$ cat config.mk
export PLATFORM = sky130hd
export DESIGN_NAME = fdmo_ctrl
export DESIGN_NICKNAME = d
export VERILOG_FILES = /design/src/sv/fdmo_pkg.sv /design/src/sv/fdmo_ctrl.sv
export SDC_FILE = /design/constraint.sdc
export NUM_CORES = 1
export LEC_CHECK = 0
export BUFFER_PORTS_ARGS = -buffer_cell sky130_fd_sc_hd__buf_4
export CAP_MARGIN = 0
export CORE_MARGIN = 2
export CORE_UTILIZATION = 50
export CTS_BUF_LIST = sky130_fd_sc_hd__clkbuf_16
export CTS_CLUSTER_SIZE = 8
export DETAILED_ROUTE_END_ITERATION = 7
export MAX_ROUTING_LAYER = met4
export PLACE_DENSITY = 0.73
export SETUP_SLACK_MARGIN = 0.15
export SYNTH_ARGS = -nofsm -noshare
export SYNTH_HDL_FRONTEND = slang
export SYNTH_SLANG_ARGS = --single-unit
$ cat constraint.sdc
create_clock -name clk -period 5.5 [get_ports clk]
set_clock_uncertainty 0.2 [all_clocks]
set_input_delay 0.275 -clock clk [delete_from_list [all_inputs] [get_ports clk]]
set_output_delay 0.275 -clock clk [all_outputs]
set_load 0.03 [all_outputs]
$ cat src/sv/fdmo_pkg.sv
package fdmo_pkg;

  localparam int MAX_WIDTH  = 2048;
  localparam int MAX_HEIGHT = 2048;

  localparam int COL_W = $clog2(MAX_WIDTH);
  localparam int WID_W = $clog2(MAX_WIDTH + 1);
  localparam int ROW_W = $clog2(MAX_HEIGHT);
  localparam int HGT_W = $clog2(MAX_HEIGHT + 1);

  localparam int PIX_W     = 8;
  localparam int CFG_W     = 12;
  localparam int THR_W     = 9;
  localparam int CFG_IDX_W = 2;

  localparam int MIN_DIM = 3;
  localparam int WIN_N   = 3;

  localparam int OFIFO_DEPTH = 8;
  localparam int OFIFO_PTR_W = $clog2(OFIFO_DEPTH);
  localparam int OFIFO_CNT_W = $clog2(OFIFO_DEPTH + 1);

  localparam logic [CFG_W-1:0] FRAME_WIDTH_RST    = CFG_W'(1280);
  localparam logic [CFG_W-1:0] FRAME_HEIGHT_RST   = CFG_W'(720);
  localparam logic [THR_W-1:0] DIFF_THRESHOLD_RST = THR_W'(32);

  localparam logic REQ_PIXEL = 1'b0;
  localparam logic REQ_FLUSH = 1'b1;

  typedef enum logic [CFG_IDX_W-1:0] {
    CFG_FRAME_WIDTH,
    CFG_FRAME_HEIGHT,
    CFG_DIFF_THRESHOLD
  } cfg_idx_t;

  typedef struct packed {
    logic             req_type;
    logic [PIX_W-1:0] cur_pixel;
    logic [PIX_W-1:0] prev_pixel;
  } req_t;

  typedef struct packed {
    logic [PIX_W-1:0] diff_value;
    logic             diff_valid;
    logic             opened_bit;
    logic             opened_valid;
    logic             opened_last;
  } rsp_t;

  typedef struct packed {
    logic             valid;
    logic [PIX_W-1:0] diff_value;
    logic             diff_valid;
    logic             eint;
    logic             eadv;
    logic [COL_W-1:0] ecol;
    logic             emit;
    logic             oint;
    logic             last;
  } stage_t;

  function automatic int clamp_dim(input logic [CFG_W-1:0] v, input int hi);
    int val;
    val = int'(v);
    if (val < MIN_DIM) return MIN_DIM;
    if (val > hi) return hi;
    return val;
  endfunction

endpackage

$ cat src/sv/fdmo_ctrl.sv
module fdmo_ctrl (
  input  logic                           clk,
  input  logic                           rst,
  input  logic                           cfg_we,
  input  logic [fdmo_pkg::CFG_IDX_W-1:0] cfg_index,
  input  logic [fdmo_pkg::CFG_W-1:0]     cfg_data,
  input  logic                           accept,
  input  fdmo_pkg::req_t                 req_word,
  output logic                           win_adv,
  output logic [fdmo_pkg::COL_W-1:0]     win_col,
  output logic [fdmo_pkg::THR_W-1:0]     thr,
  output fdmo_pkg::stage_t               s1
);
  import fdmo_pkg::*;

  logic [CFG_W-1:0] frame_width;
  logic [CFG_W-1:0] frame_height;
  logic [THR_W-1:0] diff_threshold;

  logic [HGT_W-1:0] in_row, in_row_next;
  logic [COL_W-1:0] in_col, in_col_next;
  logic [ROW_W-1:0] out_row, out_row_next;
  logic [COL_W-1:0] out_col, out_col_next;
  logic [WID_W-1:0] geo_w, geo_w_next;
  logic [HGT_W-1:0] geo_h, geo_h_next;

  logic             is_flush, done, pix, first, emit, eint, oint, last;
  logic [COL_W-1:0] ecol;
  logic [PIX_W-1:0] diff;
  stage_t           s1_next;

  always_comb begin
    is_flush = (req_word.req_type == REQ_FLUSH);
    done     = (in_row >= geo_h);
    pix      = !is_flush && !done;
    first    = pix && (in_row == '0) && (in_col == '0);

    geo_w_next = first ? WID_W'(clamp_dim(frame_width, MAX_WIDTH)) : geo_w;
    geo_h_next = first ? HGT_W'(clamp_dim(frame_height, MAX_HEIGHT)) : geo_h;

    // opened output lags input by 2*width+2 positions
    emit = done || (pix && ((int'(in_row) >= 3) ||
                            ((int'(in_row) == 2) && (int'(in_col) >= 2))));
    eint = pix && (int'(in_row) >= 2) && (int'(in_col) >= 2);

    // column of the eroded stream position handled by this word
    if (done) begin
      ecol = (int'(out_col) + 1 >= int'(geo_w)) ? '0 : out_col + 1'b1;
    end else begin
      ecol = (in_col == '0) ? COL_W'(geo_w_next - 1'b1) : in_col - 1'b1;
    end

    oint = (out_row != '0) && (int'(out_row) + 2 <= int'(geo_h_next)) &&
           (out_col != '0) && (int'(out_col) + 2 <= int'(geo_w_next));
    last = (int'(out_row) + 1 == int'(geo_h_next)) &&
           (int'(out_col) + 1 == int'(geo_w_next));

    if (is_flush) begin
      diff = '0;
    end else if (req_word.cur_pixel >= req_word.prev_pixel) begin
      diff = req_word.cur_pixel - req_word.prev_pixel;
    end else begin
      diff = req_word.prev_pixel - req_word.cur_pixel;
    end

    in_row_next  = in_row;
    in_col_next  = in_col;
    out_row_next = out_row;
    out_col_next = out_col;
    if (pix) begin
      if (int'(in_col) + 1 >= int'(geo_w_next)) begin
        in_col_next = '0;
        in_row_next = in_row + 1'b1;
      end else begin
        in_col_next = in_col + 1'b1;
      end
    end
    if (emit) begin
      if (last) begin
        in_row_next  = '0;
        in_col_next  = '0;
        out_row_next = '0;
        out_col_next = '0;
      end else if (int'(out_col) + 1 >= int'(geo_w_next)) begin
        out_col_next = '0;
        out_row_next = out_row + 1'b1;
      end else begin
        out_col_next = out_col + 1'b1;
      end
    end

    s1_next.valid      = accept;
    s1_next.diff_value = diff;
    s1_next.diff_valid = !is_flush;
    s1_next.eint       = eint;
    s1_next.eadv       = pix || done;
    s1_next.ecol       = ecol;
    s1_next.emit       = emit;
    s1_next.oint       = oint;
    s1_next.last       = last;

    win_adv = accept && pix;
    win_col = in_col;
    thr     = diff_threshold;
  end

  always_ff @(posedge clk) begin
    if (rst) begin
      s1             <= '0;
      in_row         <= '0;
      in_col         <= '0;
      out_row        <= '0;
      out_col        <= '0;
      geo_w          <= WID_W'(MIN_DIM);
      geo_h          <= HGT_W'(MIN_DIM);
      frame_width    <= FRAME_WIDTH_RST;
      frame_height   <= FRAME_HEIGHT_RST;
      diff_threshold <= DIFF_THRESHOLD_RST;
    end else begin
      s1 <= s1_next;
      if (accept) begin
        in_row  <= in_row_next;
        in_col  <= in_col_next;
        out_row <= out_row_next;
        out_col <= out_col_next;
        geo_w   <= geo_w_next;
        geo_h   <= geo_h_next;
      end
      if (cfg_we) begin
        unique case (cfg_idx_t'(cfg_index))
          CFG_FRAME_WIDTH:    frame_width    <= cfg_data;
          CFG_FRAME_HEIGHT:   frame_height   <= cfg_data;
          CFG_DIFF_THRESHOLD: diff_threshold <= cfg_data[THR_W-1:0];
          default: ;
        endcase
      end
    end
  end

endmodule

# Yosys cells after proc, flatten, opt, wreduce, memory -nomap -nowiden
# Index checks and enable logic that the tools add are counted.
# W data, S select, Z words.
# word_totals
reg_bits,128
out_inout_bits,47
elab_cells,111
# classes
n_addsub,13
order_cmp,14
eq_ne,5
mux,32
n_reduce_logical,29
# op_table
op,count
$mux W12,12
$mux W11,11
$add A11 B1 Y12 const B,3
$ge A12 B12 Y1,3
$add A11 B1 Y11 const B,3
$ge A32 B13 Y1,1
$add A11 B2 Y12 const B,2
$eq A12 B12 Y1,2
$ge A12 B2 Y1 const B,2
$gt A12 B12 Y1 const B,2
$le A12 B12 Y1,2
$lt A12 B2 Y1 const B,2
$reduce_bool A11 Y1,2
$sub A11 B1 Y11 const B,2
$sub A8 B8 Y8,2
$add A12 B1 Y12 const B,1
$eq A12 B3 Y1 const B,1
$logic_and A1 B1 Y1,12
$logic_not A12 Y1,1
$ge A11 B2 Y1 const B,1
$logic_not A11 Y1,1
$ge A8 B8 Y1,1
$mux W8,1
$reduce_and A2 Y1,4
10 further kinds,19

# Longest topological paths before layout
# Gate-level depths: netlist of run 1.
# logic_depth
depth_word,11
ltp_mapped,22
mapped_depth_nobuf,19

# Worst setup path before layout of run 1
# No wires, ideal clock.
# synth_path
kind,register to register
startpoint,reg geo_h[10]
endpoint,reg in_col[1] (netlist: win_col[1])
setup_time_ns,0.076
arrival_time_ns,4.220
required_ns,5.224
setup_slack_ns,1.004
path_stages_with_launch,18
n_path_buf,2
cell_sequence,dfxtp_1 > inv_1 > ha_1 > a21oi_1 > a21boi_1 > a211oi_1 > clkbuf_1 > nand4b_1 > and2_1 > ha_1 > and2_1 > a221o_1 > a21o_1 > a221oi_1 > o211ai_1 > buf_2 > or4b_1 > o22ai_1
# synth_between
elab_chain_len,11
# synth_lines
element,line_no,source
"start, declared",fdmo_ctrl.sv:25,"logic [HGT_W-1:0] geo_h, geo_h_next;"
"start signal, assigned",fdmo_ctrl.sv:115,geo_h <= HGT_W'(MIN_DIM);
"start signal, assigned",fdmo_ctrl.sv:127,geo_h <= geo_h_next;
$ge A12 B12 Y1,fdmo_ctrl.sv:34,done = (in_row >= geo_h);
$logic_not A1 Y1,fdmo_ctrl.sv:35,pix = !is_flush && !done;
$logic_and A1 B1 Y1,fdmo_ctrl.sv:35,
$logic_and A1 B1 Y1 (2 in series),fdmo_ctrl.sv:36,first = pix && (in_row == '0) && (in_col == '0);
$mux W12,fdmo_ctrl.sv:38,"geo_w_next = first ? WID_W'(clamp_dim(frame_width, MAX_WIDTH)) : geo_w;"
$ge A12 B12 Y1,fdmo_ctrl.sv:71,if (int'(in_col) + 1 >= int'(geo_w_next)) begin
$mux W11,fdmo_ctrl.sv:71,
$mux W11,fdmo_ctrl.sv:70,if (pix) begin
$mux W11,fdmo_ctrl.sv:79,if (last) begin
$mux W11 *,fdmo_ctrl.sv:78,if (emit) begin
"end signal, assigned",fdmo_ctrl.sv:123,in_col <= in_col_next;
"end, declared",fdmo_ctrl.sv:21,"logic [COL_W-1:0] in_col, in_col_next;"
# Every way passes the cells marked *; elsewhere a longest branch is shown, timed or not.
# A chain may end at the register's enable or synchronous reset.

# Worst setup path in the final report of run 1
# layout_path
startpoint,reg geo_h[10]
endpoint,reg out_row[1]
# layout_between
elab_chain_len,10
# layout_lines
element,line_no,source
branches (longest 10 deep; another with $ge A12 B12 Y1),--,
"end signal, assigned",fdmo_ctrl.sv:124,out_row <= out_row_next;
"end, declared",fdmo_ctrl.sv:22,"logic [ROW_W-1:0] out_row, out_row_next;"
# Parallel ways; which one is timed is not known.

==> results.json, run 1 <==
{
  "ys_types": 78,
  "die_w_um": 142,
  "drc": 0,
  "peakVddDrop_mv": 0.222,
  "cts_num_sinks": 128,
  "num_rows": 50,
  "drive_above_1_share_pct": 12.4,
  "antenna_found_initial": 0,
  "clk_pin_slew_ns": 0.06,
  "final_common_cell": "dfxtp_1",
  "start_kind": "register",
  "crit_type": "register to register",
  "tritoncts": "done",
  "globalplace.congestion": 0.955,
  "min_period_over_period_pct": 91.2,
  "final_cells": 1548,
  "syn_avg_cell_area_um2": 7.77,
  "worstPathMaxFanout": 12,
  "grt.overflow.total": 0,
  "critPathRequiredTime_ns": 5.65,
  "worstSkewPairLatency_ns": 0.43,
  "slew_headroom_pct": 28.7,
  "dieArea_um2": 20300,
  "area_delta_synth_final_pct": 16.0,
  "rsz0062_at_grt": "no",
  "die_height_um": 142,
  "dp.cells": 1502,
  "synthArstFlopShare_pct": 0,
  "leakage_nw": 4.86,
  "antennaDiodeCount": 0,
  "h-tree-depth": 4,
  "port_buffers": 81,
  "ys.flop_type": "dfxtp_1",
  "setup_viol": 0,
  "routed_wirelength_mm": 29.1,
  "grt_pass1_wl_mm": 46.0,
  "cap_violations": 0,
  "fin_crit_ns": 5.02,
  "track_usage_pct": 29.6,
  "synth_area_um2": 9560,
  "dp_hpwl_mm": 21.6,
  "root_buffer": "clkbuf_16",
  "power_density_nw_per_um2": 248,
  "vias": 9415,
  "cts_buffers": 17,
  "syn-num-nets": 1365,
  "nets": 1435,
  "worstPathArrival_ns": 5.17,
  "min_path_type": "input port to register",
  "clk_path_buf_depth": 2,
  "hold_viol_final": 0,
  "grt_pass1_vias": 8667,
  "run_status": "complete, no violations",
  "yosysSeqAreaShare_pct": 26.8,
  "vias_per_cell": 6.08,
  "ys_ff_latch": 128,
  "yosysWarningCount": 0,
  "fmax_mhz": 199,
  "finalSetupTns_ns": 0,
  "grt_start_max_net_pins": 54,
  "start_util_pct": 51.0,
  "drtPass1Iterations": 5,
  "drt-initial-drc-count": 882,
  "top_level_ports": 82,
  "core_area_um2": 18800,
  "synth_edf_count": 0,
  "final_cell_mix": "128 x dfxtp_1, 126 x nand2_1, 105 x nor2_1, 105 x buf_4",
  "drtAntennaViolNets": 0,
  "worstMarginPinSlew_ns": 1.04,
  "cts_setup_buffers": 0,
  "cp-end-kind": "register",
  "wire_per_inst_um": 18.8,
  "syn_inst": 1231,
  "slew_viol_final": 0
}
==> area by class of cell <==
class | instances | area [um^2]
timing repair buffer | 119 | 928
multi-input combinational | 962 | 6470
clock inverter | 15 | 146
sequential | 128 | 2560
clock buffer | 17 | 425
tap | 234 | 293
inverter | 73 | 274
fill | 1731 | 7670
==> cells in the mapped netlist, types with 6 or more instances <==
| library cell | count | share of area, % |
|---|---|---|
| a211oi_1 | 29 | 2.3 |
| nand3_1 | 49 | 2.6 |
| nand2_1 | 126 | 4.9 |
| xnor2_1 | 38 | 3.5 |
| nor2b_1 | 25 | 1.6 |
| nor3_1 | 24 | 1.3 |
| dfxtp_1 | 128 | 27 |
| nor2_1 | 106 | 4.2 |
| o21ai_0 | 46 | 2.4 |
| nand4_1 | 35 | 2.3 |
| and3_1 | 14 | 0.92 |
| nand3b_1 | 6 | 0.47 |
| nor4_1 | 23 | 1.5 |
| o21bai_1 | 6 | 0.47 |
| o22ai_1 | 11 | 0.72 |
| o211ai_1 | 10 | 0.78 |
| or3_1 | 8 | 0.52 |
| and2_1 | 13 | 0.85 |
| mux2i_1 | 21 | 2.2 |
| a21o_1 | 22 | 1.7 |
| a21oi_1 | 99 | 5.2 |
| xor2_1 | 25 | 2.3 |
| inv_1 | 73 | 2.9 |
| buf_2 | 8 | 0.42 |
| nand4b_1 | 9 | 0.82 |
| nand2b_1 | 15 | 0.98 |
| ha_1 | 97 | 13 |
| a31oi_1 | 7 | 0.46 |
| clkbuf_1 | 51 | 2.0 |
| and4_1 | 9 | 0.82 |
| buf_1 | 6 | 0.24 |
==> critical path, stage by stage (launching register included) <==
cell and delay (ns):
dfxtp_1 0.38, inv_1 0.09, ha_1 0.33, and4_1 0.31
nor4b_4 0.36, a211o_1 0.46, nor2_4 0.14, a21oi_1 0.54
ha_1 0.24, nand3_1 0.07, nor2_1 0.24, nand3_1 0.14
o21a_1 0.21, o31ai_1 0.28, nand3_1 0.13, buf_4 0.21
a21oi_1 0.15, buf_4 0.20, nand3_1 0.10, a21oi_1 0.16
==> cell families after synthesis <==
family,count (synthesis),share of synthesized area (%)
AND/OR/NAND/NOR,489,26.5
AO/OA/AOI/OAI,284,19.0
buffers and inverters,141,5.83
flip-flops,128,26.8
adder cells (fa/ha/maj),100,13.2
XOR/XNOR,64,6.00
multiplexers,25,2.67
==> final timing paths <==
kind,from,endpoint,slack (ns),cells past startpoint
max,geo_h[10]$_SDFFE_PP0P_,out_row[1]$_SDFFE_PP0P_,0.48,19
min,req_word[0],s1[17]$_SDFF_PP0_,0.06,4
max reg2reg,geo_h[10]$_SDFFE_PP0P_,out_row[1]$_SDFFE_PP0P_,0.48,19
min reg2reg,frame_height[0]$_SDFFE_PP0P_,frame_height[0]$_SDFFE_PP0P_,0.26,2
==> power breakdown <==
| part | switching [mW] | internal, mW |
|---|---|---|
| Combinational | 0.384 | 0.253 |
| Clock | 0.446 | 0.663 |
| Sequential | 0.0326 | 0.973 |
| Total | 0.863 | 1.89 |
==> repair_timing <==
action                                  in CTS  in global routing
gates resized for setup                      0                  4
endpoints found under the setup margin       0                 18
hold buffers                                14                  0
hold endpoints to repair                    36                  0
==> metal layers <==
metal	track usage [%]	up-vias	routed length (um)
met5	-	-	0
met4	8.13	0	574
met3	4.95	47	2150
met2	45.9	394	13000
met1	40.1	4411	13400
li1	-	4563	-
==> registers in the layout (all words and copies together), names as in the netlist <==
register / flops
geo_h: 12
frame_width: 12
out_row: 11
out_col: 11
thr: 9
geo_w: 12
s1: 26
frame_height: 12
in_row: 12
win_col: 11
==> per-stage QoR <==
stage / util, % / area, um^2 / hold slack (ns) / setup slack, ns / total power, mW
3_5_place_dp: 55.2 / 10400 / 0.255 / 0.549 / 1.64
3_3_place_gp: 55.2 / 10400 / 0.253 / 0.719 / 1.63
6_report: 59.1 / 11100 / 0.0568 / 0.483 / 2.75
2_1_floorplan: - / 9560 / 0.167 / 1.00 / 1.45
5_1_grt: 59.1 / 11100 / 0.0787 / 0.171 / 2.86
4_1_cts: 59.0 / 11100 / 0.0432 / 0.522 / 2.75
(Power assumes the default switching activity.)
==> run 2: changes to the inputs <==
- CORE_ASPECT_RATIO: not set -> 0.6
- PLACE_DENSITY: 0.73 -> not set
- PLACE_DENSITY_LB_ADDON: not set -> 0.15
==> run 2 against run 1 <==
Against the previous run: maximum frequency up 0.69%; count of clock-buffer cells in the layout stayed put; sequential cell count did not move; cell area up 0.95%; global-route usage increased by 2.6 points; non-clock buffer count rose by 7; sequential power barely moved; critical path depth decreased by 1; via count up 1.6%; wire length up 7.8%; critical path type unchanged.
==> results.json, run 2 (synthesis gave the netlist of run 1 again) <==
{
  "cap_violations": 0,
  "die_w_um": 183,
  "setup_viol": 0,
  "drive_above_1_share_pct": 13.4,
  "final_cell_mix": "128 x dfxtp_1, 126 x nand2_1, 111 x buf_4",
  "antennaDiodeCount": 0,
  "routed_wirelength_mm": 31.3,
  "cp-end-kind": "register",
  "grt.overflow.total": 0,
  "path_cells": "inv_1 > ha_1 > and4_1 > nor4b_4 > a221o_2 > o21ai_0 > and2_1 > ha_1 > nand2_1 > nor2_1 > nand3_1 > o21a_1 > o31ai_1 > nand3_2 > a21oi_1 > buf_4 > nand3_1 > a21oi_1",
  "core_area_um2": 18900,
  "tritoncts": "done",
  "slowest_stage": "a221o_2",
  "crit_type": "register to register",
  "whs_ns": 0.0443,
  "rsz0062_at_grt": "no",
  "min_path_type": "input port to register",
  "fin_ws_ns": 0.517,
  "dp_hpwl_mm": 23.6,
  "leakage_nw": 4.91,
  "area_delta_synth_final_pct": 17.1,
  "regMostFlops": "s1",
  "final_common_cell": "dfxtp_1",
  "regToRegEndpoint": "out_row[9]$_SDFFE_PP0P_",
  "track_usage_pct": 32.2,
  "run_status": "complete, no violations",
  "finalCoreUtilization_pct": 59.3,
  "finalSetupTns_ns": 0,
  "wire_per_inst_um": 20.0,
  "slew_headroom_pct": 32.4,
  "worstSkewPairLatency_ns": 0.44,
  "dp.cells": 1520,
  "cts_buffers": 17,
  "power_density_nw_per_um2": 252,
  "vias": 9566,
  "root_buffer": "clkbuf_16",
  "worstSetupEndpoint": "out_row[9]$_SDFFE_PP0P_",
  "final_cells": 1567,
  "drtPass1Iterations": 7,
  "cts_num_sinks": 128,
  "slew_viol_final": 0,
  "min_period_over_period_pct": 90.6,
  "top_level_ports": 82,
  "peakVddDrop_mv": 0.252,
  "reg2reg_slack_ns": 0.52,
  "total_power_mw": 2.82,
  "worstPathMaxFanout": 12,
  "dieArea_um2": 20300,
  "nets": 1442,
  "clk_pin_slew_ns": 0.06,
  "worstPathArrival_ns": 5.14,
  "drtAntennaViolNets": 0,
  "antenna_found_initial": 0,
  "timing.rr.start": "geo_h[10]$_SDFFE_PP0P_",
  "largest_reg_flops": 26,
  "worstMarginPinSlew_ns": 1.01,
  "vias_per_cell": 6.10,
  "grt_pass1_wl_mm": 49.6,
  "drc": 0,
  "h-tree-depth": 4,
  "placed_area_um2": 10400,
  "fmax_mhz": 201,
  "grt_start_max_net_pins": 53,
  "globalplace.congestion": 0.972,
  "num_rows": 39,
  "reg2regPathDepth": 18,
  "start_util_pct": 50.6,
  "die_height_um": 111,
  "drt-initial-drc-count": 1053,
  "startpoint": "geo_h[10]$_SDFFE_PP0P_",
  "slowest_delay_ns": 0.40,
  "hold_viol_final": 0,
  "final_area_um2": 11200,
  "place_ws_ns": 0.338,
  "fin_crit_ns": 4.98,
  "port_buffers": 81,
  "clk_path_buf_depth": 2,
  "grt_pass1_vias": 8719,
  "start_kind": "register",
  "critPathRequiredTime_ns": 5.66
}
[run 2: worst min path at each step]
stage | startpoint | to | slack [ns] | depth (start not counted)
after floorplan | req_word[16] | s1[14]$_SDFF_PP0_ | 0.17 | 1
after global placement | frame_height[0]$_SDFFE_PP0P_ | frame_height[0]$_SDFFE_PP0P_ | 0.25 | 2
after detailed placement | frame_height[0]$_SDFFE_PP0P_ | frame_height[0]$_SDFFE_PP0P_ | 0.26 | 2
final | rst | s1[3]$_SDFF_PP0_ | 0.04 | 2
after CTS | rst | s1[3]$_SDFF_PP0_ | 0.03 | 2
after global routing | rst | s1[3]$_SDFF_PP0_ | 0.05 | 2
[run 2: per-layer routing]
layer  up-vias  wire (um)  GRT usage, %
met5         -          0             -
met4         0        450          8.06
met3        39       3470          9.66
met2       452      11800          40.5
met1      4496      15600          48.7
li1       4579          -             -
[run 2: repair_timing]
action / in CTS / in global routing
resized for setup: 0 / 8
setup endpoints to repair: 0 / 37
buffers inserted: 0 / 1
hold endpoints to repair: 36 / 0
hold buffers: 14 / 0
[run 2: area by class of cell]
class / count / area, um^2
Clock buffer: 17 / 425
Fill cell: 1748 / 7680
Tap cell: 246 / 308
Multi-Input combinational cell: 962 / 6480
Timing Repair Buffer: 126 / 993
Clock inverter: 15 / 160
Sequential cell: 128 / 2560
Inverter: 73 / 274
[run 2: critical path, delay by kind of cell (launching register included)]
family,cells,cell delay [ns]
flip-flops,1,0.39
buffers and inverters,2,0.28
AND/OR/NAND/NOR,8,1.84
adder cells (fa/ha/maj),2,0.67
AO/OA/AOI/OAI,6,1.52
[run 2: report_power, final]
part / leakage (nW) / total [mW] / switching (mW) / internal (mW)
Sequential: 1.04 / 1.00 / 0.0305 / 0.973
Clock: 0.284 / 1.15 / 0.480 / 0.671
Combinational: 3.58 / 0.665 / 0.407 / 0.258
