==> src/sv/fdmo_pkg.sv <==
package fdmo_pkg;

  localparam int MAX_WIDTH  = 2048;
  localparam int MAX_HEIGHT = 2048;

  localparam int COL_W = $clog2(MAX_WIDTH);
  localparam int WID_W = $clog2(MAX_WIDTH + 1);
  localparam int ROW_W = $clog2(MAX_HEIGHT);
  localparam int HGT_W = $clog2(MAX_HEIGHT + 1);

  localparam int PIX_W     = 8;
  localparam int CFG_W     = 12;
  localparam int THR_W     = 9;
  localparam int CFG_IDX_W = 2;

  localparam int MIN_DIM = 3;
  localparam int WIN_N   = 3;

  localparam int OFIFO_DEPTH = 8;
  localparam int OFIFO_PTR_W = $clog2(OFIFO_DEPTH);
  localparam int OFIFO_CNT_W = $clog2(OFIFO_DEPTH + 1);

  localparam logic [CFG_W-1:0] FRAME_WIDTH_RST    = CFG_W'(1280);
  localparam logic [CFG_W-1:0] FRAME_HEIGHT_RST   = CFG_W'(720);
  localparam logic [THR_W-1:0] DIFF_THRESHOLD_RST = THR_W'(32);

  localparam logic REQ_PIXEL = 1'b0;
  localparam logic REQ_FLUSH = 1'b1;

  typedef enum logic [CFG_IDX_W-1:0] {
    CFG_FRAME_WIDTH,
    CFG_FRAME_HEIGHT,
    CFG_DIFF_THRESHOLD
  } cfg_idx_t;

  typedef struct packed {
    logic             req_type;
    logic [PIX_W-1:0] cur_pixel;
    logic [PIX_W-1:0] prev_pixel;
  } req_t;

  typedef struct packed {
    logic [PIX_W-1:0] diff_value;
    logic             diff_valid;
    logic             opened_bit;
    logic             opened_valid;
    logic             opened_last;
  } rsp_t;

  typedef struct packed {
    logic             valid;
    logic [PIX_W-1:0] diff_value;
    logic             diff_valid;
    logic             eint;
    logic             eadv;
    logic [COL_W-1:0] ecol;
    logic             emit;
    logic             oint;
    logic             last;
  } stage_t;

  function automatic int clamp_dim(input logic [CFG_W-1:0] v, input int hi);
    int val;
    val = int'(v);
    if (val < MIN_DIM) return MIN_DIM;
    if (val > hi) return hi;
    return val;
  endfunction

endpackage

==> src/sv/fdmo_ofifo.sv <==
module fdmo_ofifo (
  input  logic                             clk,
  input  logic                             rst,
  input  logic                             push,
  input  fdmo_pkg::rsp_t                   push_word,
  output logic                             rsp_valid,
  input  logic                             rsp_stall,
  output fdmo_pkg::rsp_t                   rsp_word,
  output logic [fdmo_pkg::OFIFO_CNT_W-1:0] count
);
  import fdmo_pkg::*;

  rsp_t                   fifo_mem [OFIFO_DEPTH];
  logic [OFIFO_PTR_W-1:0] wr_ptr;
  logic [OFIFO_PTR_W-1:0] rd_ptr;
  logic                   pop;

  assign rsp_valid = (count != '0);
  assign rsp_word  = fifo_mem[rd_ptr];
  assign pop       = rsp_valid && !rsp_stall;

  always_ff @(posedge clk) begin
    if (push) begin
      fifo_mem[wr_ptr] <= push_word;
    end
  end

  always_ff @(posedge clk) begin
    if (rst) begin
      wr_ptr <= '0;
      rd_ptr <= '0;
      count  <= '0;
    end else begin
      if (push) begin
        wr_ptr <= (wr_ptr == OFIFO_PTR_W'(OFIFO_DEPTH - 1)) ? '0 : wr_ptr + 1'b1;
      end
      if (pop) begin
        rd_ptr <= (rd_ptr == OFIFO_PTR_W'(OFIFO_DEPTH - 1)) ? '0 : rd_ptr + 1'b1;
      end
      unique case ({push, pop})
        2'b10:   count <= count + 1'b1;
        2'b01:   count <= count - 1'b1;
        default: count <= count;
      endcase
    end
  end

endmodule

==> config.mk <==
export PLATFORM = sky130hd
export DESIGN_NAME = fdmo_ofifo
export DESIGN_NICKNAME = d
export VERILOG_FILES = /design/src/sv/fdmo_pkg.sv /design/src/sv/fdmo_ofifo.sv
export SDC_FILE = /design/constraint.sdc
export NUM_CORES = 1
export LEC_CHECK = 0
export BUFFER_PORTS_ARGS = -buffer_cell sky130_fd_sc_hd__buf_2
export CORE_MARGIN = 5
export CORE_UTILIZATION = 59
export CTS_CLUSTER_SIZE = 8
export DETAILED_ROUTE_END_ITERATION = 16
export PLACE_DENSITY = 0.84
export SLEW_MARGIN = 5
export SYNTH_ARGS = -nofsm -noshare
export SYNTH_HDL_FRONTEND = slang
export SYNTH_SLANG_ARGS = --single-unit
==> constraint.sdc <==
create_clock -name clk -period 2.7 [get_ports clk]
set_input_delay 0.27 -clock clk [delete_from_list [all_inputs] [get_ports clk]]
set_output_delay 0.27 -clock clk [all_outputs]
set_load 0.01 [all_outputs]
Word level (Yosys, flattened, before mapping)
Memories as Yosys holds them, arrays and structs flattened. A register that Yosys moved wholly into a read port is not among the register bits. Index checks and enable logic that the tools add are counted.

Memory bits (writable): 96. Register bits: 10. Memories kept: 1. Output and inout port bits: 17. Word-level logic and storage cells: 23.

Memories: fifo_mem (words 8, bits a word 12, read ports 1, clocked after memory_dff 1, write ports 1, RTL line fdmo_ofifo.sv:13) `rsp_t fifo_mem [OFIFO_DEPTH];`.

Equal/unequal tests: 4. Reduce and logical (&&, ||, !) cells: 4. Mux-type cells: 7. Add/sub/neg operators: 4.

Operators by type and width (count): $mux W3 (4); $pmux W4 S2 (1); $add A3 B1 Y3 const B (2); $eq A3 B3 Y1 const B (2); $add A4 B1 Y4 const B (1); $reduce_bool A4 Y1 (1); $sub A4 B1 Y4 const B (1); $eq A2 B1 Y1 const B (1); $eq A2 B2 Y1 const B (1); $mux W1 (2); $reduce_bool A2 Y1 (1); $logic_and A1 B1 Y1 (1); $logic_not A1 Y1 (1).

Depth between registers and ports, before layout
Gate-level depths: netlist (run 1).

Depth in word-level cells: 4. Gate-level depth with buffers: 10.

Worst setup path before layout (run 1)
Ideal clock, no wire load.

Kind: reg-to-reg. Start point: register count[0] (netlist bit). End point: register count[2] (netlist bit). Required time: 2.629 ns. Buffers on the path: 1. Data arrival time: 2.384 ns. Clock period less this slack: 2.455 ns. Setup slack: 0.245 ns. Stages on the path, launching flop included: 11. Cells stage by stage: dfxtp_1 -> or4_4 -> nor2b_4 -> buf_6 -> ha_1 -> xor2_1 -> ha_1 -> a21oi_1 -> xor2_1 -> or3_1 -> a21oi_1.

Longest elaborated chain between the ends: 4. Elaborated cells between the ends (all ways): 8. Classes of those cells: add/sub: 2; eq/ne: 2; mux: 1; reduce/logical: 3.

Ends and longest elaborated chain: from (decl) (RTL line fdmo_ofifo.sv:9) `output logic [fdmo_pkg::OFIFO_CNT_W-1:0] count`; from (signal assigned) (RTL line fdmo_ofifo.sv:41) `2'b10: count <= count + 1'b1;`; from (signal assigned) (RTL line fdmo_ofifo.sv:42) `2'b01: count <= count - 1'b1;`; from (signal assigned) (RTL line fdmo_ofifo.sv:43) `default: count <= count;`; $reduce_bool A4 Y1 (*) (RTL line fdmo_ofifo.sv:18) `assign rsp_valid = (count != '0);`; named net rsp_valid (RTL line fdmo_ofifo.sv:6) `output logic rsp_valid,`; $logic_and A1 B1 Y1 (*) (RTL line fdmo_ofifo.sv:20) `assign pop = rsp_valid && !rsp_stall;`; $eq A2 B1 Y1 / $eq A2 B2 Y1 (equally long branches) (RTL line fdmo_ofifo.sv:40) `unique case ({push, pop})`; $pmux W4 S2 / $reduce_bool A2 Y1 (equally long branches).

The timed path passes the listed nets; every way through them passes the cells marked *. A chain may end at the register's enable or synchronous reset.

Worst setup path after layout (run 1)
Start point: register count[1] (netlist bit). End point: register count[2] (netlist bit).

Longest elaborated chain between the ends: 4. Elaborated cells between the ends (all ways): 8. Classes of those cells: add/sub: 2; eq/ne: 2; mux: 1; reduce/logical: 3.

Ends and longest elaborated chain: branches (longest 4 deep; another with $sub A4 B1 Y4).

Parallel ways; which one is timed is not known.

==> qor.csv, run 1 <==
stage,metric,value,unit
hold_path,hold_path_depth,1,
placement,io_buffers,32,
power_and_ir_drop,p_leak,0.001621,µW
floorplan,core_area,7176,µm²
clock_network,cts_setup_buffers,0,
clock_network,cts_root_buf,clkbuf_8,
setup_path,cp_max_fo,8,
floorplan,io_pins,33,
logic_synthesis,synth_area_per_cell,20.21,µm²
setup_path,worstSetupEndpointType,flop,
clock_network,clkSlewWorstSetupHoldPaths,0.09,ns
grt,grt_overflow,0,
logic_synthesis,synth_cells,212,
floorplan,start_util,0.5970,
power_and_ir_drop,vdd_drop_max,395.5,µV
cells_and_area,fin_nets,279,
clock_network,cts.path.max_buffers,2,
logic_synthesis,ys_seq_elements,109,
setup_path,r2r-end,count[2],
logic_synthesis,synth_most_common_cell,edfxtp_1,
logic_synthesis,synthDistinctLibCells,27,
setup_path,reg2reg_from,count[1],
run_status,status,finished clean,
sta,fin_hold_ws,0.1700,ns
routing,avgRoutedWirePerCell,19.23,µm
logic_synthesis,syn_area,4284,µm²
logic_synthesis,ys.flop_type,edfxtp_1,
grt,grt_pass1_wl,10.94,mm
routing,drt_iter0_markers,103,
setup_path,crit_type,reg2reg,
logic_synthesis,synth_common_cells,"edfxtp_1 (96), mux4_2 (24), nor2_1 (17), dfxtp_1 (13), mux2_2 (13)",
hold_path,hold-path-endpoint,fifo_mem[4][7],
hold_path,hold_start,push_word[7],
power_and_ir_drop,power.density,773.7,nW/µm²
sta,maxSlewViolCount,0,
sta,slew_headroom,0.5333,
hold_path,hp-class,in2reg,
grt,grtUsageTotal,0.1704,
clock_network,ctsHtreeMaxLevel,3,
clock_network,clk_latency,0.36,ns
sta,tightest_slew,0.6991,ns
placement,dpl_cell_area,4606,µm²
sta,period_minus_slack,2.436,ns
floorplan,die_y,95.21,µm
setup_path,required,2.99,ns
placement,gp_congestion,0.7166,
clock_network,cts_buffers,9,
sta,max_freq,0.4105,GHz
floorplan,die-area,9065,µm²
setup_path,arrival,2.73,ns
routing,drt-vias-per-instance,5.499,
cells_and_area,nFillCells,472,
routing,routed_wl,6.904,mm
cells_and_area,fin_area,4786,µm²
sta,skew,0.006649,ns
setup_path,reg2reg_slack,0.26,ns
grt,antenna_found_initial,0,
sta,grt_setup_unrepaired,false,
logic_synthesis,yosysSeqAreaShare,0.7336,
routing,drtAntennaViolNets,0,
sta,hold_violations,0,
placement,dp_hpwl,4.299,mm
sta,fin_crit_sh,0.9021,
logic_synthesis,synth-edff-count,96,
logic_synthesis,async_reset_ff_frac,0,
floorplan,fp.dieW,95.21,µm
logic_synthesis,syn_nets,235,
clock_network,hold_buffers,0,
power_and_ir_drop,totalPowerFinal,3703,µW
clock_network,cts_tree,done,
cells_and_area,diodes,0,
grt,grt_max_degree,25,
logic_synthesis,yosys-top-cells-area,"edfxtp_1 (67%), mux4_2 (13%), dfxtp_1 (6.1%)",
clock_network,numClockSinks,109,
flow_run,maxCapViolations,0,
cells_and_area,drive_gt1_frac,0.3769,
sta,finalSetupTns,0,ns
floorplan,rows,31,
logic_synthesis,synth-warning-count,0,
routing,drc,0,
cells_and_area,synthToLayoutAreaGrowth,11.71,%
clock_network,cts_resized,0,
routing,vias,1974,
logic_synthesis,yosys.area.top_type,edfxtp_1,
setup_path,critPathLaunchType,flop,
logic_synthesis,yosys.area.top_type_share,0.6729,
sta,setup_violations,0,
routing,drtPass1Iterations,4,
setup_path,r2r.worst_path.cells,9,
grt,grt_pass1_vias,2077,
## flip-flops by register name, summed over array words and instances (netlist names), named ones only
name	count
count	4
rd_ptr	3
fifo_mem	96
wr_ptr	3
## how the worst max path moves through the flow
stage | startpoint | to | cells after the start
2_1_floorplan | count[0] | count[2] | 10
3_3_place_gp | count[1] | count[2] | 9
3_5_place_dp | count[0] | count[2] | 9
4_1_cts | count[1] | count[2] | 9
5_1_grt | count[1] | count[2] | 9
6_report | count[1] | count[2] | 9
## worst max-delay path, stage by stage, from the launching register on
cell,delay (ns)
dfxtp_1,0.38
or4_4,0.53
nor2b_4,0.17
ha_1,0.25
xor2_1,0.17
ha_1,0.19
a21oi_1,0.15
xor2_1,0.09
or3_1,0.31
a21oi_1,0.13
## logic make-up after synthesis
logic type | share of synthesized area
buffers and inverters | 0.01489
xor gates and xnor gates | 0.006134
DFF | 0.7336
adders and majority gates | 0.02044
muxes | 0.1720
and+or+nand+nor | 0.04118
AOI/OAI and AO/OA | 0.01168
## placed cells by master, fill, tap and decap left out, types with 2 or more instances in the layout
cell type / netlist / final
mux2i_1: 5 / 5
nand2_1: 3 / 3
buf_2: 3 / 32
mux4_2: 24 / 24
clkbuf_8: 0 / 9
ha_1: 7 / 7
mux2_2: 13 / 13
nor2_1: 17 / 17
buf_4: 0 / 9
nand2b_1: 4 / 4
edfxtp_1: 96 / 96
nor3_2: 0 / 2
dfxtp_1: 13 / 13
xor2_1: 3 / 3
o21ai_0: 2 / 2
a21oi_1: 3 / 3
## where the power goes
part           switching (µW)  internal [µW]
sequential               56.9           1900
combinational             369            459
clock                     497            419
## metrics by stage
step	util	std cells	setup slack (ns)
floorplan	-	212	0.2452
global placement	0.6418	344	0.3505
detailed placement	0.6418	344	0.2777
CTS	0.6670	359	0.2635
global route	0.6670	359	0.08377
finish	0.6670	359	0.2642
## metal layers
layer,vias to the layer above,wire length [µm],global-route usage
met5,-,0,0
met4,0,80,0.06851
met3,9,224,0.02999
met2,29,3512,0.2805
met1,1003,3086,0.2270
li1,933,-,-
## area by class of cell
| cell class | instances | area (µm²) | area share |
|---|---|---|---|
| clock buffers | 10 | 127.6 | 0.02667 |
| clock inverters | 5 | 52.55 | 0.01098 |
| inverters | 1 | 3.754 | 0.0007843 |
| multi-input cells | 93 | 1087 | 0.2272 |
| flip-flops and latches | 109 | 3143 | 0.6567 |
| well taps | 99 | 123.9 | 0.02588 |
| repair buffers | 42 | 247.7 | 0.05176 |
Power figures use the tool's default switching activity.
==> inputs of run 2 (changes only) <==
- SETUP_SLACK_MARGIN: default -> 0.5
==> run 2 against run 1 <==
  * Die area is the same
  * Flip-flop and latch count is the same
  * Global-route usage grew 1.1 points
  * Wire length grew 8.7%
  * Combinational power grew 16%
  * Clock power shrank 2.3%
  * Total power grew 3.4%
  * Design area grew 2.6%
  * Critical endpoint unchanged
  * Largest power group unchanged
==> qor.csv, run 2 (synthesis results as in run 1) <==
stage,metric,value,unit,change
grt,antenna_found_initial,0,,unchanged
routing,drt_iter0_markers,120,,was 103
cells_and_area,largest_register_ffs,96,,unchanged
sta,max_freq,0.4474,GHz,was 0.4105 GHz
sta,maxSlewViolCount,0,,unchanged
cells_and_area,drive_gt1_frac,0.4387,,was 0.3769
clock_network,ctsHtreeMaxLevel,3,,unchanged
sta,fin_hold_ws,0.1714,ns,was 0.1700 ns
cells_and_area,synthToLayoutAreaGrowth,14.66,%,was 11.71%
sta,hold_violations,0,,unchanged
sta,setup_violations,0,,unchanged
setup_path,crit_slowest_cell,or4_4,,unchanged
routing,drtAntennaViolNets,0,,unchanged
cells_and_area,reg_top3,"fifo_mem (96), count (4)",,unchanged
floorplan,core_area,7176,µm²,unchanged
setup_path,r2r.worst_path.cells,9,,unchanged
grt,grt_max_degree,25,,unchanged
placement,dp_hpwl,4.737,mm,was 4.299 mm
setup_path,critical-path-top-delay-family,simple AND/OR/NAND/NOR gates,,unchanged
cells_and_area,mostFrequentLayoutCell,edfxtp_1,,unchanged
clock_network,hold_buffers,0,,unchanged
routing,drc,0,,unchanged
setup_path,worstSetupEndpointType,flop,,unchanged
grt,grt_overflow,0,,unchanged
placement,io_buffers,32,,unchanged
setup_path,r2r-end,count[2],,unchanged
floorplan,die_y,95.21,µm,unchanged
grt,grt_pass1_wl,11.59,mm,was 10.94 mm
floorplan,fp.dieW,95.21,µm,unchanged
hold_path,hold_start,push_word[7],,unchanged
setup_path,required,3.01,ns,was 2.99 ns
setup_path,reg2reg_slack,0.47,ns,was 0.26 ns
clock_network,clkSlewWorstSetupHoldPaths,0.10,ns,was 0.09 ns
flow_run,maxCapViolations,0,,unchanged
power_and_ir_drop,vdd_drop_max,346.2,µV,was 395.5 µV
grt,grtUsageTotal,0.1817,,was 0.1704
sta,tightest_slew,0.7232,ns,was 0.6991 ns
sta,skew,0.007745,ns,was 0.006649 ns
setup_path,arrival,2.54,ns,was 2.73 ns
sta,grt_setup_unrepaired,true,,was false
clock_network,numClockSinks,109,,unchanged
floorplan,io_pins,33,,unchanged
setup_path,cp_max_fo,3,,was 8
routing,vias,2094,,was 1974
sta,slew_headroom,0.5161,,was 0.5333
clock_network,cts_root_buf,clkbuf_8,,unchanged
placement,gp_congestion,0.7848,,was 0.7166
cells_and_area,top_register,fifo_mem,,unchanged
setup_path,critPathLaunchType,flop,,unchanged
cells_and_area,layout_common_cells,"edfxtp_1 (96), buf_2 (32), mux4_2 (24)",,unchanged
clock_network,cts_buffers,9,,unchanged
setup_path,reg2reg_from,count[1],,unchanged
sta,period_minus_slack,2.235,ns,was 2.436 ns
routing,avgRoutedWirePerCell,20.40,µm,was 19.23 µm
clock_network,cts_tree,done,,unchanged
cells_and_area,nFillCells,443,,was 472
grt,grt_busiest_layer,met2,,unchanged
grt,met2_usage,0.2956,,was 0.2805
setup_path,cp_num_buf_inv,0,,unchanged
setup_path,crit_type,reg2reg,,unchanged
power_and_ir_drop,power.density,779.4,nW/µm²,was 773.7 nW/µm²
routing,routed_wl,7.506,mm,was 6.904 mm
floorplan,rows,31,,unchanged
power_and_ir_drop,p_leak,0.001673,µW,was 0.001621 µW
floorplan,die-area,9065,µm²,unchanged
cells_and_area,diodes,0,,unchanged
clock_network,cts.path.max_buffers,2,,unchanged
sta,fin_crit_sh,0.8278,,was 0.9021
routing,drt-vias-per-instance,5.690,,was 5.499
floorplan,start_util,0.5970,,unchanged
setup_path,slowest_delay,0.51,ns,was 0.53 ns
grt,use_met1,0.2364,,was 0.2270
hold_path,hold-path-endpoint,fifo_mem[6][7],,was fifo_mem[4][7]
routing,drtPass1Iterations,4,,unchanged
grt,grt_pass1_vias,2120,,was 2077
grt,use_met3,0.04104,,was 0.02999
hold_path,hp-class,in2reg,,unchanged
run_status,status,finished clean,,unchanged
setup_path,crit_chain,or4_4 > nor2b_4 > ha_4 > xor2_1 > ha_2 > a21oi_2 > xor2_1 > or3_4 > a21oi_2,,was or4_4 > nor2b_4 > ha_1 > xor2_1 > ha_1 > a21oi_1 > xor2_1 > or3_1 > a21oi_1
hold_path,hold_path_depth,1,,unchanged
clock_network,clk_latency,0.36,ns,about the same
sta,finalSetupTns,0,ns,unchanged
cells_and_area,fin_nets,287,,was 279
-- run 2: changes by cell type in the layout (fill, tap and decap cells not counted), moves of 2 or more --
| cell | delta |
|---|---|
| a21oi_1 | -2 |
| a21oi_2 | +2 |
| buf_4 | +6 |
| dfxtp_1 | -4 |
| dfxtp_2 | +2 |
| dfxtp_4 | +2 |
| ha_1 | -3 |
| ha_2 | +2 |
-- run 2: final cells by class --
type | count | area, µm² | area share
Clock inverter | 5 | 35.03 | 0.007132
Tap cell | 99 | 123.9 | 0.02522
Sequential cell | 109 | 3153 | 0.6419
Multi-Input combinational cell | 93 | 1117 | 0.2275
Clock buffer | 11 | 141.4 | 0.02878
Timing Repair Buffer | 50 | 337.8 | 0.06877
Inverter | 1 | 3.754 | 0.0007641
-- run 2: per-stage QoR --
step	setup slack (ns)	util	cell area (µm²)	cells	power [µW]
final	0.4650	0.6846	4912	368	3829
after CTS	0.4634	0.6760	4851	367	3766
after detailed placement	0.4631	0.6466	4639	347	2866
after global routing	0.4025	0.6846	4912	368	4009
after floorplan	0.4190	-	4308	212	2660
after global placement	0.5115	0.6466	4639	347	2839
-- run 2: timing repair --
action                                  in CTS  in global routing
setup buffers                                4                  0
pin swaps                                    2                  0
resized for setup                            2                 10
endpoints found under the setup margin      12                 14
cloned                                       0                  1
-- run 2: where the power goes --
part / switching (µW) / leakage [µW] / internal (µW)
clock network: 532 / 0.0000897 / 363
logic: 409 / 0.000603 / 554
registers: 60.8 / 0.000980 / 1910
-- run 2: how the worst max path moves through the flow --
stage               startpoint     endpoint  depth (start not counted)
finish                count[1]     count[2]                          9
global route          count[1]     count[2]                          9
CTS                       flop  rsp_word[2]                          4
detailed placement    count[1]     count[3]                          6
global placement      count[1]     count[3]                          6
floorplan             count[1]     count[3]                          7
-- run 2: per-layer routing --
| layer | routed length, µm | share of wire |
|---|---|---|
| met1 | 3202 | 0.43 |
| met2 | 3876 | 0.52 |
| met3 | 325 | 0.043 |
| met4 | 101 | 0.013 |
| met5 | 0 | 0 |
==> inputs of run 3 (changes only) <==
- clock period: 2.7 -> 2.3 ns (I/O delays scaled with it)
==> run 3 against run 2 <==
  * Design area grew 6.3%
  * Highest routed layer unchanged
  * Combinational power rose by 61%
  * Maximum frequency shrank 1.9%
  * Non-clock buffer count rose by 10
  * Setup slack got worse by 0.44 ns
  * Wire length up 11%
  * Clock skew hardly changed
  * Largest power group unchanged
  * Clock-buffer cell count shrank 1
  * Utilization increased by 4.3 points
  * Critical path depth stayed put
==> qor.csv, run 3 (synthesis results as in run 1) <==
stage,metric,value,unit,change
cells_and_area,reg_top3,"fifo_mem (96), count (4)",,unchanged
routing,drt-vias-per-instance,5.690,,about the same
clock_network,cts_tree,done,,unchanged
clock_network,cts_root_buf,clkbuf_8,,unchanged
routing,drt_iter0_markers,133,,was 120
grt,grt_pass1_vias,2344,,was 2120
cells_and_area,nFillCells,409,,was 443
clock_network,numClockSinks,109,,unchanged
placement,dp.cells,350,,was 347
sta,period_minus_slack,2.279,ns,was 2.235 ns
flow_run,maxCapViolations,0,,unchanged
sta,setup_violations,0,,unchanged
clock_network,ctsHtreeMaxLevel,3,,unchanged
cells_and_area,top_register,fifo_mem,,unchanged
sta,max_freq,0.4388,GHz,was 0.4474 GHz
cells_and_area,layout_common_cells,"edfxtp_1 (96), mux4_2 (24), buf_2 (20)",,"was edfxtp_1 (96), buf_2 (32), mux4_2 (24)"
placement,io_buffers,32,,unchanged
setup_path,cp_max_fo,5,,was 3
routing,drtPass1Iterations,4,,unchanged
setup_path,crit_chain,or4_4 > nor2b_4 > ha_4 > xor2_1 > ha_2 > a21oi_2 > xor2_1 > or3_1 > a21oi_2,,was or4_4 > nor2b_4 > ha_4 > xor2_1 > ha_2 > a21oi_2 > xor2_1 > or3_4 > a21oi_2
sta,skew,0.007662,ns,was 0.007745 ns
setup_path,required,2.60,ns,was 3.01 ns
sta,tightest_slew,0.2852,ns,was 0.7232 ns
setup_path,crit_type,reg2reg,,unchanged
clock_network,clk_latency,0.36,ns,about the same
cells_and_area,fin_nets,297,,was 287
cells_and_area,final_cells,378,,was 368
routing,drtAntennaViolNets,0,,unchanged
floorplan,core_area,7176,µm²,unchanged
power_and_ir_drop,power.density,975.8,nW/µm²,was 779.4 nW/µm²
placement,dp_hpwl,4.698,mm,was 4.737 mm
clock_network,clkSlewWorstSetupHoldPaths,0.10,ns,about the same
power_and_ir_drop,p_leak,0.001831,µW,was 0.001673 µW
floorplan,rows,31,,unchanged
sta,slew_headroom,0.8098,,was 0.5161
placement,gp_congestion,0.7716,,was 0.7848
routing,drc,0,,unchanged
sta,hold_violations,0,,unchanged
grt,grt_overflow,0,,unchanged
setup_path,critPathLaunchType,flop,,unchanged
hold_path,hp-class,in2reg,,unchanged
cells_and_area,largest_register_ffs,96,,unchanged
floorplan,die-area,9065,µm²,unchanged
placement,dpl_cell_area,4687,µm²,was 4639 µm²
floorplan,start_util,0.5970,,unchanged
cells_and_area,drive_gt1_frac,0.4588,,was 0.4387
floorplan,io_pins,33,,unchanged
clock_network,hold_buffers,0,,unchanged
clock_network,cts.path.max_buffers,2,,unchanged
clock_network,cts_buffers,9,,unchanged
cells_and_area,mostFrequentLayoutCell,edfxtp_1,,unchanged
setup_path,arrival,2.58,ns,was 2.54 ns
routing,vias,2151,,was 2094
routing,routed_wl,8.312,mm,was 7.506 mm
routing,avgRoutedWirePerCell,21.99,µm,was 20.40 µm
floorplan,fp.dieW,95.21,µm,unchanged
grt,grtUsageTotal,0.2079,,was 0.1817
sta,maxSlewViolCount,0,,unchanged
grt,grt_max_degree,19,,was 25
sta,fin_crit_sh,0.9908,,was 0.8278
sta,grt_setup_unrepaired,true,,unchanged
setup_path,slowest_delay,0.53,ns,was 0.51 ns
grt,antenna_found_initial,0,,unchanged
cells_and_area,synthToLayoutAreaGrowth,21.85,%,was 14.66%
grt,grt_pass1_wl,12.99,mm,was 11.59 mm
run_status,status,finished clean,,unchanged
floorplan,die_y,95.21,µm,unchanged
cells_and_area,fin_area,5220,µm²,was 4912 µm²
setup_path,crit_slowest_cell,or4_4,,unchanged
setup_path,worstSetupEndpointType,flop,,unchanged
power_and_ir_drop,vdd_drop_max,523.5,µV,was 346.2 µV
cells_and_area,diodes,0,,unchanged
## run 3: changes by cell type in the layout (fill, tap and decap cells not counted), sizes merged
cell / change
bufinv: +2
buf: +11
clkinv: -1
clkbuf: -2
## run 3: layer usage
metal	global-route usage	part of all wire	vias to the layer above
met4	0.09856	0.025	0
met1	0.2719	0.41	1104
met5	0	0	-
met2	0.3347	0.52	53
li1	-	-	977
met3	0.04499	0.045	17
## run 3: through the flow
stage	hold WS [ns]	TNS [ns]	power, µW	util	setup slack (ns)
2_1_floorplan	0.3289	0	3122	-	0.01899
3_3_place_gp	0.4939	0	3368	0.6532	0.1023
3_5_place_dp	0.4954	0	3398	0.6532	0.03819
4_1_cts	0.1200	0	5036	0.7215	0.06170
5_1_grt	0.1276	-0.03188	5301	0.7275	-0.03188
6_report	0.1337	0	5094	0.7275	0.02111
## run 3: final timing paths
check,from,slack [ns],to,depth (start not counted)
min reg2reg,rd_ptr[1],0.53,flop,2
max,count[3],0.02,count[2],9
min,push_word[9],0.13,fifo_mem[4][9],1
max reg2reg,count[3],0.02,count[2],9
## run 3: critical path, delay by kind of cell, from the launching register on
family,cells,cell delay (ns)
and+or+nand+nor,3,1.03
adders and majority gates,2,0.37
DFF,1,0.34
xor gates and xnor gates,2,0.30
AOI/OAI and AO/OA,2,0.17
## run 3: report_power, final
group	switching [µW]	total, µW	internal [µW]	leakage [µW]
clock	613	1230	613	0.000104
combinational	599	1550	950	0.000746
sequential	78.9	2320	2240	0.000981
## run 3: area by class of cell
| cell class | instances | area (µm²) | area share |
|---|---|---|---|
| clock buffer | 10 | 127.6 | 0.02445 |
| clock inverter | 6 | 85.08 | 0.01630 |
| inverter | 1 | 3.754 | 0.0007191 |
| multi-input combinational | 93 | 1177 | 0.2256 |
| sequential | 109 | 3153 | 0.6040 |
| tap | 99 | 123.9 | 0.02373 |
| timing repair buffer | 60 | 549.3 | 0.1052 |
## run 3: what timing repair did
item / 4_1_cts / 5_1_grt
gates resized for setup: 31 / 10
pin swaps: 4 / 4
setup buffers: 9 / 0
setup endpoints to repair: 15 / 22
cloned: 3 / 0
